===== src/rtl/ttrm_pkg.sv =====
// Shared types and constants for the touch-to-relative-motion unit.
// Used by ttrm_ctrl, ttrm_dp and the top level; depends on nothing.
`default_nettype none

package ttrm_pkg;

    localparam int POS_W      = 16;   // absolute coordinate width
    localparam int MOVE_W     = 8;    // HID motion width
    localparam int LIM_W      = 10;   // jump limit / threshold width
    localparam int GAIN_W     = 12;   // gain register width
    localparam int CFG_ADDR_W = 3;
    localparam int CFG_DATA_W = 12;
    localparam int FRAC_BITS_DEF = 8;

    localparam logic [MOVE_W-1:0] HID_MAX = 8'sd127;
    localparam logic [MOVE_W-1:0] HID_MIN = -8'sd127;

    // Configuration register indexes
    localparam logic [CFG_ADDR_W-1:0] CFG_JUMP_LIMIT = 3'd0;
    localparam logic [CFG_ADDR_W-1:0] CFG_ACCEL_THR  = 3'd1;
    localparam logic [CFG_ADDR_W-1:0] CFG_GAIN_BASE  = 3'd2;
    localparam logic [CFG_ADDR_W-1:0] CFG_GAIN_SLOPE = 3'd3;
    localparam logic [CFG_ADDR_W-1:0] CFG_GAIN_CAP   = 3'd4;

    // Reset values of the configuration registers
    localparam logic [LIM_W-1:0]  RST_JUMP_LIMIT = 10'd64;
    localparam logic [LIM_W-1:0]  RST_ACCEL_THR  = 10'd2;
    localparam logic [GAIN_W-1:0] RST_GAIN_BASE  = 12'd256;
    localparam logic [GAIN_W-1:0] RST_GAIN_SLOPE = 12'd32;
    localparam logic [GAIN_W-1:0] RST_GAIN_CAP   = 12'd768;

    // Controller to datapath
    typedef struct packed {
        logic load;   // capture sample, update position state
        logic gain;   // acceleration product
        logic cap;    // base add and cap
        logic mul;    // scale deltas by gain
        logic fin;    // remainder update and output register load
    } t_cmd;

    // Datapath to controller
    typedef struct packed {
        logic go;     // sample moves the pointer (touched, enabled, tracking, no jump)
    } t_status;

endpackage

`default_nettype wire


===== src/rtl/touch_to_relative_motion_unit.sv =====
// Touch-to-relative-motion unit, top level: ties the controller to the datapath.
// Depends on ttrm_pkg, ttrm_ctrl and ttrm_dp.
//
// Turns absolute touch samples into clamped HID relative motion with speed-based
// gain and a kept sub-pixel remainder; every accepted sample gives exactly one
// result transaction. A sample that moves the pointer passes from acceptance to
// the output register through capture, acceleration multiply, base add and cap,
// scaling multiply and remainder update; a sample that gives zero motion (released,
// disabled, first touch, or a jump) goes from capture straight to the finish step.
// The next sample is accepted in the cycle after the result is loaded, while that
// result still waits on the master side; the finish step waits only if an earlier
// result has not been taken. Configuration writes take effect at once and are
// meant to be issued while no sample is in flight.
`default_nettype none

module touch_to_relative_motion_unit #(
    parameter int FRAC_BITS = ttrm_pkg::FRAC_BITS_DEF
) (
    input  wire logic                             i_clk,
    input  wire logic                             i_rst_n,
    input  wire logic                             s_axis_tvalid,
    output logic                                  s_axis_tready,
    input  wire logic [31:0]                      s_axis_tdata,  // pos_x, pos_y
    input  wire logic [1:0]                       s_axis_tuser,  // is_touched, is_enabled
    output logic                                  m_axis_tvalid,
    input  wire logic                             m_axis_tready,
    output logic [15:0]                           m_axis_tdata,  // move_x, move_y
    input  wire logic                             i_cfg_we,
    input  wire logic [ttrm_pkg::CFG_ADDR_W-1:0]  i_cfg_addr,
    input  wire logic [ttrm_pkg::CFG_DATA_W-1:0]  i_cfg_data
);
    import ttrm_pkg::*;

    t_cmd              cmd;
    t_status           status;
    logic [MOVE_W-1:0] move_x, move_y;

    ttrm_ctrl u_ctrl (
        .i_clk         (i_clk),
        .i_rst_n       (i_rst_n),
        .s_axis_tvalid (s_axis_tvalid),
        .s_axis_tready (s_axis_tready),
        .m_axis_tvalid (m_axis_tvalid),
        .m_axis_tready (m_axis_tready),
        .i_status      (status),
        .o_cmd         (cmd)
    );

    ttrm_dp #(
        .FRAC_BITS (FRAC_BITS)
    ) u_dp (
        .i_clk        (i_clk),
        .i_rst_n      (i_rst_n),
        .i_cmd        (cmd),
        .o_status     (status),
        .i_pos_x      (s_axis_tdata[POS_W-1:0]),
        .i_pos_y      (s_axis_tdata[2*POS_W-1:POS_W]),
        .i_is_touched (s_axis_tuser[0]),
        .i_is_enabled (s_axis_tuser[1]),
        .i_cfg_we     (i_cfg_we),
        .i_cfg_addr   (i_cfg_addr),
        .i_cfg_data   (i_cfg_data),
        .o_move_x     (move_x),
        .o_move_y     (move_y)
    );

    assign m_axis_tdata = {move_y, move_x};

endmodule

`default_nettype wire


===== src/rtl/ttrm_ctrl.sv =====
// Sequencing controller for the touch-to-relative-motion unit.
// Depends on ttrm_pkg; drives ttrm_dp through t_cmd and owns the handshakes.
`default_nettype none

module ttrm_ctrl (
    input  wire logic             i_clk,
    input  wire logic             i_rst_n,
    input  wire logic             s_axis_tvalid,
    output logic                  s_axis_tready,
    output logic                  m_axis_tvalid,
    input  wire logic             m_axis_tready,
    input  wire ttrm_pkg::t_status i_status,
    output ttrm_pkg::t_cmd        o_cmd
);
    import ttrm_pkg::*;

    typedef enum logic [2:0] {
        S_IDLE,
        S_GAIN,
        S_CAP,
        S_MUL,
        S_FIN
    } t_state;

    t_state r_state, n_state;
    logic   r_valid, n_valid;
    logic   accept;
    logic   out_free;

    assign s_axis_tready = (r_state == S_IDLE);
    assign m_axis_tvalid = r_valid;
    assign accept        = s_axis_tvalid && s_axis_tready;
    assign out_free      = !r_valid || m_axis_tready;

    always_comb begin
        o_cmd      = '0;
        o_cmd.load = accept;
        o_cmd.gain = (r_state == S_GAIN);
        o_cmd.cap  = (r_state == S_CAP);
        o_cmd.mul  = (r_state == S_MUL);
        o_cmd.fin  = (r_state == S_FIN) && out_free;
    end

    always_comb begin
        n_state = r_state;
        n_valid = r_valid;
        if (r_valid && m_axis_tready) begin
            n_valid = 1'b0;
        end
        case (r_state)
            S_IDLE: begin
                if (accept) begin
                    n_state = i_status.go ? S_GAIN : S_FIN;
                end
            end
            S_GAIN: n_state = S_CAP;
            S_CAP:  n_state = S_MUL;
            S_MUL:  n_state = S_FIN;
            S_FIN: begin
                // hold until the output register can take the result
                if (out_free) begin
                    n_valid = 1'b1;
                    n_state = S_IDLE;
                end
            end
            default: n_state = S_IDLE;
        endcase
    end

    always_ff @(posedge i_clk) begin
        if (!i_rst_n) begin
            r_state <= S_IDLE;
            r_valid <= 1'b0;
        end else begin
            r_state <= n_state;
            r_valid <= n_valid;
        end
    end

    a_cmd_onehot: assert property (@(posedge i_clk) disable iff (!i_rst_n)
        $onehot0({o_cmd.gain, o_cmd.cap, o_cmd.mul, o_cmd.fin, o_cmd.load}))
        else $error("more than one datapath command active");

    a_go_path: assert property (@(posedge i_clk) disable iff (!i_rst_n)
        (accept && i_status.go) |=> (r_state == S_GAIN))
        else $error("moving sample did not enter gain step");

    a_zero_path: assert property (@(posedge i_clk) disable iff (!i_rst_n)
        (accept && !i_status.go) |=> (r_state == S_FIN))
        else $error("zero-result sample did not go to finish");

    a_fin_valid: assert property (@(posedge i_clk) disable iff (!i_rst_n)
        o_cmd.fin |=> (r_valid && r_state == S_IDLE))
        else $error("finished result not presented");

endmodule

`default_nettype wire


===== src/rtl/ttrm_dp.sv =====
// Datapath of the touch-to-relative-motion unit: config registers, position
// state, gain pipeline and sub-pixel remainders. Depends on ttrm_pkg.
`default_nettype none

module ttrm_dp #(
    parameter int FRAC_BITS = ttrm_pkg::FRAC_BITS_DEF
) (
    input  wire logic                                i_clk,
    input  wire logic                                i_rst_n,
    input  wire ttrm_pkg::t_cmd                      i_cmd,
    output ttrm_pkg::t_status                        o_status,
    input  wire logic [ttrm_pkg::POS_W-1:0]          i_pos_x,
    input  wire logic [ttrm_pkg::POS_W-1:0]          i_pos_y,
    input  wire logic                                i_is_touched,
    input  wire logic                                i_is_enabled,
    input  wire logic                                i_cfg_we,
    input  wire logic [ttrm_pkg::CFG_ADDR_W-1:0]     i_cfg_addr,
    input  wire logic [ttrm_pkg::CFG_DATA_W-1:0]     i_cfg_data,
    output logic [ttrm_pkg::MOVE_W-1:0]              o_move_x,
    output logic [ttrm_pkg::MOVE_W-1:0]              o_move_y
);
    import ttrm_pkg::*;

    localparam int DX_W    = LIM_W + 1;               // signed delta once under the limit
    localparam int OVER_P_W = LIM_W + GAIN_W;         // acceleration product
    localparam int SUM_W   = OVER_P_W + 1;
    localparam int PROD_W  = DX_W + GAIN_W + 1;       // signed scaled delta
    localparam int ACC_W   = (FRAC_BITS + 2 > PROD_W + 1) ? FRAC_BITS + 2 : PROD_W + 1;
    localparam int WHOLE_W = ACC_W - FRAC_BITS;

    typedef struct packed {
        logic [MOVE_W-1:0]         move;
        logic signed [FRAC_BITS:0] frac;
    } t_axis;

    // configuration
    logic [LIM_W-1:0]  r_jump_limit, r_accel_thr;
    logic [GAIN_W-1:0] r_gain_base, r_gain_slope, r_gain_cap;

    // sample state
    logic              r_tracking;
    logic [POS_W-1:0]  r_last_x, r_last_y;
    logic signed [FRAC_BITS:0] r_frac_x, r_frac_y;

    // working registers
    logic              r_zero;
    logic signed [DX_W-1:0]   r_dx, r_dy;
    logic [LIM_W-1:0]  r_ax, r_ay;
    logic [OVER_P_W-1:0] r_over_prod;
    logic [GAIN_W-1:0] r_gain;
    logic signed [PROD_W-1:0] r_scaled_x, r_scaled_y;
    logic [MOVE_W-1:0] r_move_x, r_move_y;

    // combinational logic for the load, gain, cap and finish steps
    logic signed [POS_W:0] dx_full, dy_full;
    logic [POS_W-1:0]      ax_full, ay_full;
    logic                  active, jump;
    logic [LIM_W-1:0]      speed, over;
    logic [SUM_W-1:0]      gain_sum;
    t_axis                 res_x, res_y;

    function automatic t_axis take_whole(logic signed [FRAC_BITS:0] rem,
                                         logic signed [PROD_W-1:0] scaled);
        logic signed [ACC_W-1:0] acc;
        logic [ACC_W-1:0]        mag;
        logic [WHOLE_W-1:0]      whole;
        logic [FRAC_BITS:0]      low;
        t_axis                   res;
        acc   = ACC_W'(rem) + ACC_W'(scaled);
        mag   = acc[ACC_W-1] ? ACC_W'(-acc) : ACC_W'(acc);
        whole = mag[ACC_W-1:FRAC_BITS];
        low   = {1'b0, mag[FRAC_BITS-1:0]};
        if (whole > WHOLE_W'(HID_MAX)) begin
            // clamp and drop the remainder
            res.move = acc[ACC_W-1] ? HID_MIN : HID_MAX;
            res.frac = '0;
        end else if (acc[ACC_W-1]) begin
            res.move = -whole[MOVE_W-1:0];
            res.frac = -$signed(low);
        end else begin
            res.move = whole[MOVE_W-1:0];
            res.frac = $signed(low);
        end
        return res;
    endfunction

    assign active  = i_is_enabled && i_is_touched;
    assign dx_full = $signed({1'b0, i_pos_x}) - $signed({1'b0, r_last_x});
    assign dy_full = $signed({1'b0, i_pos_y}) - $signed({1'b0, r_last_y});
    assign ax_full = dx_full[POS_W] ? POS_W'(-dx_full) : dx_full[POS_W-1:0];
    assign ay_full = dy_full[POS_W] ? POS_W'(-dy_full) : dy_full[POS_W-1:0];
    assign jump    = (ax_full > POS_W'(r_jump_limit)) || (ay_full > POS_W'(r_jump_limit));
    assign o_status.go = active && r_tracking && !jump;

    assign speed    = (r_ax > r_ay) ? r_ax : r_ay;
    assign over     = (speed > r_accel_thr) ? speed - r_accel_thr : '0;
    assign gain_sum = SUM_W'(r_gain_base) + SUM_W'(r_over_prod);

    assign res_x = take_whole(r_frac_x, r_scaled_x);
    assign res_y = take_whole(r_frac_y, r_scaled_y);

    assign o_move_x = r_move_x;
    assign o_move_y = r_move_y;

    // configuration and sample state
    always_ff @(posedge i_clk) begin
        if (!i_rst_n) begin
            r_jump_limit <= RST_JUMP_LIMIT;
            r_accel_thr  <= RST_ACCEL_THR;
            r_gain_base  <= RST_GAIN_BASE;
            r_gain_slope <= RST_GAIN_SLOPE;
            r_gain_cap   <= RST_GAIN_CAP;
            r_tracking   <= 1'b0;
            r_last_x     <= '0;
            r_last_y     <= '0;
            r_frac_x     <= '0;
            r_frac_y     <= '0;
        end else begin
            if (i_cfg_we) begin
                case (i_cfg_addr)
                    CFG_JUMP_LIMIT: r_jump_limit <= i_cfg_data[LIM_W-1:0];
                    CFG_ACCEL_THR:  r_accel_thr  <= i_cfg_data[LIM_W-1:0];
                    CFG_GAIN_BASE:  r_gain_base  <= i_cfg_data[GAIN_W-1:0];
                    CFG_GAIN_SLOPE: r_gain_slope <= i_cfg_data[GAIN_W-1:0];
                    CFG_GAIN_CAP:   r_gain_cap   <= i_cfg_data[GAIN_W-1:0];
                    default: ;
                endcase
            end
            if (i_cmd.load) begin
                if (!active) begin
                    r_tracking <= 1'b0;
                    r_last_x   <= '0;
                    r_last_y   <= '0;
                    r_frac_x   <= '0;
                    r_frac_y   <= '0;
                end else begin
                    r_tracking <= 1'b1;
                    r_last_x   <= i_pos_x;
                    r_last_y   <= i_pos_y;
                    if (r_tracking && jump) begin
                        r_frac_x <= '0;
                        r_frac_y <= '0;
                    end
                end
            end
            if (i_cmd.fin && !r_zero) begin
                r_frac_x <= res_x.frac;
                r_frac_y <= res_y.frac;
            end
        end
    end

    // gain and scaling pipeline, output register
    always_ff @(posedge i_clk) begin
        if (i_cmd.load) begin
            r_zero <= !o_status.go;
            r_dx   <= dx_full[DX_W-1:0];
            r_dy   <= dy_full[DX_W-1:0];
            r_ax   <= ax_full[LIM_W-1:0];
            r_ay   <= ay_full[LIM_W-1:0];
        end
        if (i_cmd.gain) begin
            r_over_prod <= OVER_P_W'(over * r_gain_slope);
        end
        if (i_cmd.cap) begin
            r_gain <= (gain_sum > SUM_W'(r_gain_cap)) ? r_gain_cap : gain_sum[GAIN_W-1:0];
        end
        if (i_cmd.mul) begin
            r_scaled_x <= PROD_W'(r_dx * $signed({1'b0, r_gain}));
            r_scaled_y <= PROD_W'(r_dy * $signed({1'b0, r_gain}));
        end
        if (i_cmd.fin) begin
            r_move_x <= r_zero ? '0 : res_x.move;
            r_move_y <= r_zero ? '0 : res_y.move;
        end
    end

    a_no_neg128_x: assert property (@(posedge i_clk) disable iff (!i_rst_n)
        i_cmd.fin |=> (r_move_x != 8'h80))
        else $error("x motion left the HID range");

    a_no_neg128_y: assert property (@(posedge i_clk) disable iff (!i_rst_n)
        i_cmd.fin |=> (r_move_y != 8'h80))
        else $error("y motion left the HID range");

    a_idle_clears: assert property (@(posedge i_clk) disable iff (!i_rst_n)
        (i_cmd.load && !active) |=> (!r_tracking && r_frac_x == '0 && r_frac_y == '0))
        else $error("release did not clear tracking state");

endmodule

`default_nettype wire

===== config.mk =====
export PLATFORM = sky130hd
export DESIGN_NAME = touch_to_relative_motion_unit
export DESIGN_NICKNAME = d
export VERILOG_FILES = /design/src/rtl/ttrm_pkg.sv /design/src/rtl/touch_to_relative_motion_unit.sv /design/src/rtl/ttrm_ctrl.sv /design/src/rtl/ttrm_dp.sv
export SDC_FILE = /design/constraint.sdc
export NUM_CORES = 2
export LEC_CHECK = 0
export BUFFER_PORTS_ARGS = -buffer_cell sky130_fd_sc_hd__buf_2
export CAP_MARGIN = 5
export CORE_MARGIN = 3
export CORE_UTILIZATION = 60
export CTS_CLUSTER_DIAMETER = 40
export DETAILED_ROUTE_END_ITERATION = 8
export GPL_TIMING_DRIVEN = 0
export PLACE_DENSITY = 0.74
export REMOVE_ABC_BUFFERS = 1
export SYNTH_ARGS = -nofsm -noshare
export SYNTH_HDL_FRONTEND = slang
export SYNTH_SLANG_ARGS = --single-unit

===== constraint.sdc =====
create_clock -name i_clk -period 14.25 [get_ports i_clk]
set_clock_uncertainty 0.05 [all_clocks]
set_input_delay 3.5625 -clock i_clk [delete_from_list [all_inputs] [get_ports i_clk]]
set_output_delay 3.5625 -clock i_clk [all_outputs]
set_load 0.02 [all_outputs]

### After elaboration in Yosys (flattened, before gate mapping)

Index checks and enable logic that the tools add are counted.

* register bits: 252
* input bits: 54

* add/sub/neg operators: 14
* multipliers: 3
* magnitude comparators: 7
* eq/ne operators: 11
* multiplexer cells: 28
* reductions and logical operators: 24

Operators with widths (number)
* 2-to-1 mux 17 bit: 4
* 2-to-1 mux 16 bit: 4
* adder 9 x 24 -> 25 bit: 2
* 2-to-1 mux 25 bit: 2
* negation 25 bit: 2
* multiplier 11 x 13 -> 24 bit: 2
* 2-to-1 mux 9 bit: 5
* greater-than comparator 17 x 7 -> 1 bit (second input constant): 2
* subtractor 16 x 16 -> 17 bit: 2
* greater-than comparator 16 x 10 -> 1 bit: 2
* negation 16 bit: 2
* adder 12 x 22 -> 23 bit: 1
* greater-than comparator 23 x 12 -> 1 bit: 1
* multiplier 10 x 12 -> 22 bit: 1
* greater-than comparator 10 bit: 2
* 2-to-1 mux 10 bit: 2
* negation 8 -> 9 bit: 2
* 2-to-1 mux 8 bit: 2
* negation 8 bit: 2
* case mux 3 bit (5 select lines): 1
* AND reduction 2 bit: 7
* == test 3 x 2 -> 1 bit (second input constant): 4
* 2-to-1 mux 12 bit: 1
* subtractor 10 bit: 1
* 12 further kinds: 31

### Longest topological paths before layout

* depth after elaboration: 10
* gate-level depth with buffers: 51
* gate-level depth less buffers: 48

### Hierarchy

From an unflattened synthesis, not the netlist that was laid out.

* cell total of the unflattened synthesis: 3662
* area, all modules: 31599.1 µm²

Modules (own cells, without submodules)
* ttrm_dp: instances 1, cells each 3634, area an instance 31335.1 µm², sequential area each 6316.1 µm²
* ttrm_ctrl: instances 1, cells each 28, area an instance 264.0 µm², sequential area each 80.1 µm²

### Worst setup path before layout

Ideal clock, no wire load.

* path kind: register to register
* start point: register u_dp.r_ax[1]
* end point: register u_dp.r_over_prod[21] (data pin)
* setup time: 260 ps
* arrival: 9639 ps
* data required time: 13940 ps
* setup slack: 4301 ps
* stages on the path, launching flop included: 50
* path buffers: 2
* period minus slack after synthesis: 9949 ps
* cells stage by stage: edfxtp_1 -> ha_1 -> nor2b_1 -> o21a_1 -> o21a_1 -> o21a_1 -> o21a_1 -> o21a_1 -> o21a_1 -> o21ai_0 -> nand2b_1 -> a21oi_1 -> nor2_1 -> buf_1 -> mux2i_1 -> ha_1 -> fa_1 -> nor2b_1 -> [... 14 more ...] -> fa_1 -> inv_1 -> fa_1 -> inv_1 -> fa_1 -> inv_1 -> fa_1 -> inv_1 -> ha_1 -> a21oi_1 -> o21ai_0 -> a211oi_1 -> o21ai_0 -> nand2_1 -> o2111ai_1 -> a31o_2 -> a21oi_1 -> xnor2_1

* longest elaborated chain between the ends: 5
* elaborated cells between the ends (all ways): 6
* those cells by class: 1 x add/sub; 1 x mul; 2 x order compare; 2 x mux

RTL lines
* from (decl): line ttrm_dp.sv:48 `logic [LIM_W-1:0] r_ax, r_ay;`
* from (signal assigned): line ttrm_dp.sv:159 `r_ax <= ax_full[LIM_W-1:0];`
* greater-than comparator 10 bit: line ttrm_dp.sv:95 `assign speed = (r_ax > r_ay) ? r_ax : r_ay;`
* 2-to-1 mux 10 bit *: line ttrm_dp.sv:95
* subtractor 10 bit or greater-than comparator 10 bit (tied branches): line ttrm_dp.sv:96 `assign over = (speed > r_accel_thr) ? speed - r_accel_thr : '0;`
* 2-to-1 mux 10 bit *: line ttrm_dp.sv:96
* multiplier 10 x 12 -> 22 bit *: line ttrm_dp.sv:163 `r_over_prod <= OVER_P_W'(over * r_gain_slope);`
* to (signal assigned): line ttrm_dp.sv:163
* to (decl): line ttrm_dp.sv:49 `logic [OVER_P_W-1:0] r_over_prod;`

Every way passes the cells marked *; elsewhere a longest branch is shown, timed or not.
A chain may end at the register's enable or synchronous reset.

### Worst setup path after layout

* start point: register u_dp.r_ax[0]
* end point: register u_dp.r_over_prod[20] (data pin)

The elaborated chain is that of the path after synthesis.

==> reports/metrics.yaml <==
drv_slew: 0
setup_viol: 0
synthArstFlopShare: 0
fin_cells: 4321
synth_seq_cells: 250
drive_above_1_share: 0.0678
power.leakage_nw: 15.2
max-slew-margin-rel: 0.153
root_buffer: "clkbuf_16"
worst_pin_slew_ps: 1260
drtPass1Iterations: 6
synthDominantCellAreaShare: 0.168
power.total_mw: 4.09
dieArea_sq_mm: 0.0553
synth_flop_cell: "edfxtp_1"
overflow: 0
period_share: 0.824
io_buffers: 71
vdd_drop_max_mv: 0.120
place_congestion: 0.913
max_freq_ghz: 0.0852
crit_top_cell: "o21a_1"
crit_arrival_ps: 12020
nNetsFinal: 4274
first_global_vias: 26212
post-route-min-period_ps: 11740
clockBufferDepth: 3
synth.cell_area_sq_mm: 0.0315
ctsHoldBuffers: 0
core-area_sq_mm: 0.0516
cap_violations: 0
fin_tns_setup_ps: 0
rows: 83
cts_resized: 0
finalHoldViolations: 0
ctsHtreeMaxLevel: 2
wirelength_um: 74500
postCtsSetupRepairBufs: 0
syn2layout_area_growth_pct: 7.86
crit_path_max_incr_delay_ps: 1070
clk_latency_ps: 610
hold_class: "register to register"
fillers: 4166
synth_cell_types: 105
synth_largest_area_cell: "fa_1"
grt_use_total: 0.268
crit_slowest_cell: "nor3_1"
netlist_instances: 3620
whs_ps: 412
rsz0062_at_grt: "no"
die_height_um: 235
grt_max_degree: 96
die_width_um: 235
vias: 25750
synth_edf_count: 139
dp_hpwl_um: 58300
avgSynthCellArea_sq_um: 8.71
wl_per_cell_um: 17.2
cp-start-kind: "register"
cts_made_buffers: 48
initial_core_util: 0.611
p_per_area_mw_per_mm2: 120
routed_via_density: 5.96
detail-route-antenna-nets: 0
path_max_fanout: 14
antenna_found_initial: 0
dpl.cell_count: 4230
clkSinkCount: 250
critPathBufInv: 5
outcome: "finished, final reports clean"
pin_count: 72
yosys_warnings: 0
crit_family: "compound AO/OA/AOI/OAI gates"
grt_pass1_wl_um: 126000
drc: 0
path_class: "register to register"
drt-initial-drc-count: 1479
path_clk_slew_ps: 60
n_antenna_cell: 0
cts_tree: "done"
cp-end-kind: "register"
cp.required_ps: 14530
synth_seq_area_share: 0.203
yosys-top-cells-area: "fa_1 17%, ha_1 14%, edfxtp_1 13%"
[power breakdown]
group / internal [mW] / switching, mW / total [mW]
sequential: 0.881 / 0.0370 / 0.919
combinational: 0.857 / 1.16 / 2.02
clock: 0.722 / 0.436 / 1.16
total: 2.46 / 1.63 / 4.09
[routing by layer]
layer  global-route usage  routed length [um]  part of all wire  up-vias
li1                     -                   -                 -    12384
met4               0.0774                1820             0.024        0
met3               0.0337                4120             0.055      130
met1                0.345               32100              0.43    12499
met5                    0                   0                 0        -
met2                0.473               36500              0.49      737
[worst paths after layout]
path                               endpoint  slack, ps                           start  depth (start not counted)
min reg2reg  u_dp.r_last_x[11]$_SDFFE_PN0P_        410  u_dp.r_last_x[11]$_SDFFE_PN0P_                          2
max reg2reg  u_dp.r_over_prod[20]$_DFFE_PP_       2510          u_dp.r_ax[0]$_DFFE_PP_                         48
max          u_dp.r_over_prod[20]$_DFFE_PP_       2510          u_dp.r_ax[0]$_DFFE_PP_                         48
min          u_dp.r_last_x[11]$_SDFFE_PN0P_        410  u_dp.r_last_x[11]$_SDFFE_PN0P_                          2
[synthesized netlist by cell type, drive strengths merged, types with 32 or more instances]
library cell  count
xor2             48
dfxtp           111
nand2           468
xnor2           125
clkbuf          133
nand3           100
a21boi           97
inv             438
o21a             32
nor3             70
fa              264
nor2            165
o21ai           107
and2            197
edfxtp          139
a21o             58
nand2b           49
and3             33
a21oi           124
ha              355
[flip-flops by register name (all words and copies together), names as in the netlist, 3 cells and up]
signal,cells
u_dp.r_dx,10
u_dp.r_scaled_y,24
u_dp.o_move_y,8
u_dp.r_last_y,16
u_dp.r_frac_y,9
u_dp.r_ax,10
u_dp.r_gain_base,12
u_dp.r_dy,10
u_dp.r_accel_thr,10
u_dp.r_last_x,16
u_dp.r_gain_cap,12
u_dp.r_over_prod,22
u_ctrl.r_state,3
u_dp.o_move_x,8
u_dp.r_ay,10
u_dp.r_jump_limit,10
u_dp.r_frac_x,9
u_dp.r_gain,12
u_dp.r_gain_slope,12
u_dp.r_scaled_x,24
[worst min-delay path: cells and delay by family (launching register included)]
family / cells / cell delay [ps]
AO/OA/AOI/OAI: 1 / 60
flip-flops: 1 / 300
AND/OR/NAND/NOR: 1 / 50
[logic make-up (layout without fill, tap and decap cells)]
group                    Yosys count  after routing  synth area share
adder cells (fa/ha/maj)          619            619             0.309
buffers and inverters            588            609            0.0712
AND/OR/NAND/NOR                 1264           1264             0.201
flip-flops                       250            250             0.203
XOR/XNOR                         173            173            0.0481
multiplexers                      40             40            0.0137
AO/OA/AOI/OAI                    686            686             0.155
[cell usage in the layout, fill, tap and decap left out, drive strengths merged, types with 22 or more instances in the layout]
master / synthesis / layout
xor2: 48 / 48
nand2b: 49 / 49
nor3: 70 / 70
o21ai: 107 / 107
clkbuf: 133 / 62
ha: 355 / 355
a21o: 58 / 58
inv: 438 / 453
a21oi: 124 / 124
dfxtp: 111 / 111
or2: 24 / 24
buf: 16 / 79
nand4: 26 / 26
a211oi: 29 / 29
fa: 264 / 264
and3: 33 / 33
mux2: 25 / 25
nand3: 100 / 100
nor2: 165 / 165
nor2b: 29 / 29
xnor2: 125 / 125
and2: 197 / 197
nand2: 468 / 468
a21boi: 97 / 97
edfxtp: 139 / 139
o21a: 32 / 32
o211ai: 27 / 27
nor4: 22 / 22
[final cells by class]
cell class,instances,area (sq um),share of cell area
Tap cell,680,851,0.0250
Sequential cell,250,6400,0.188
Timing Repair Buffer,80,510,0.0150
Clock inverter,29,318,0.00935
Inverter,439,1650,0.0485
Multi-Input combinational cell,2782,22900,0.674
Clock buffer,61,1380,0.0404
[per-stage QoR]
| stage | cell area (sq um) | util | setup WS, ps |
|---|---|---|---|
| after floorplan | 30900 | - | 4190 |
| after CTS | 34000 | 0.659 | 2450 |
| after global routing | 34000 | 0.659 | 1500 |
| final | 34000 | 0.659 | 2510 |
| after global placement | 32100 | 0.623 | 2690 |
| after detailed placement | 32300 | 0.626 | 2550 |
Note: power is estimated with default switching activity, not from simulation.
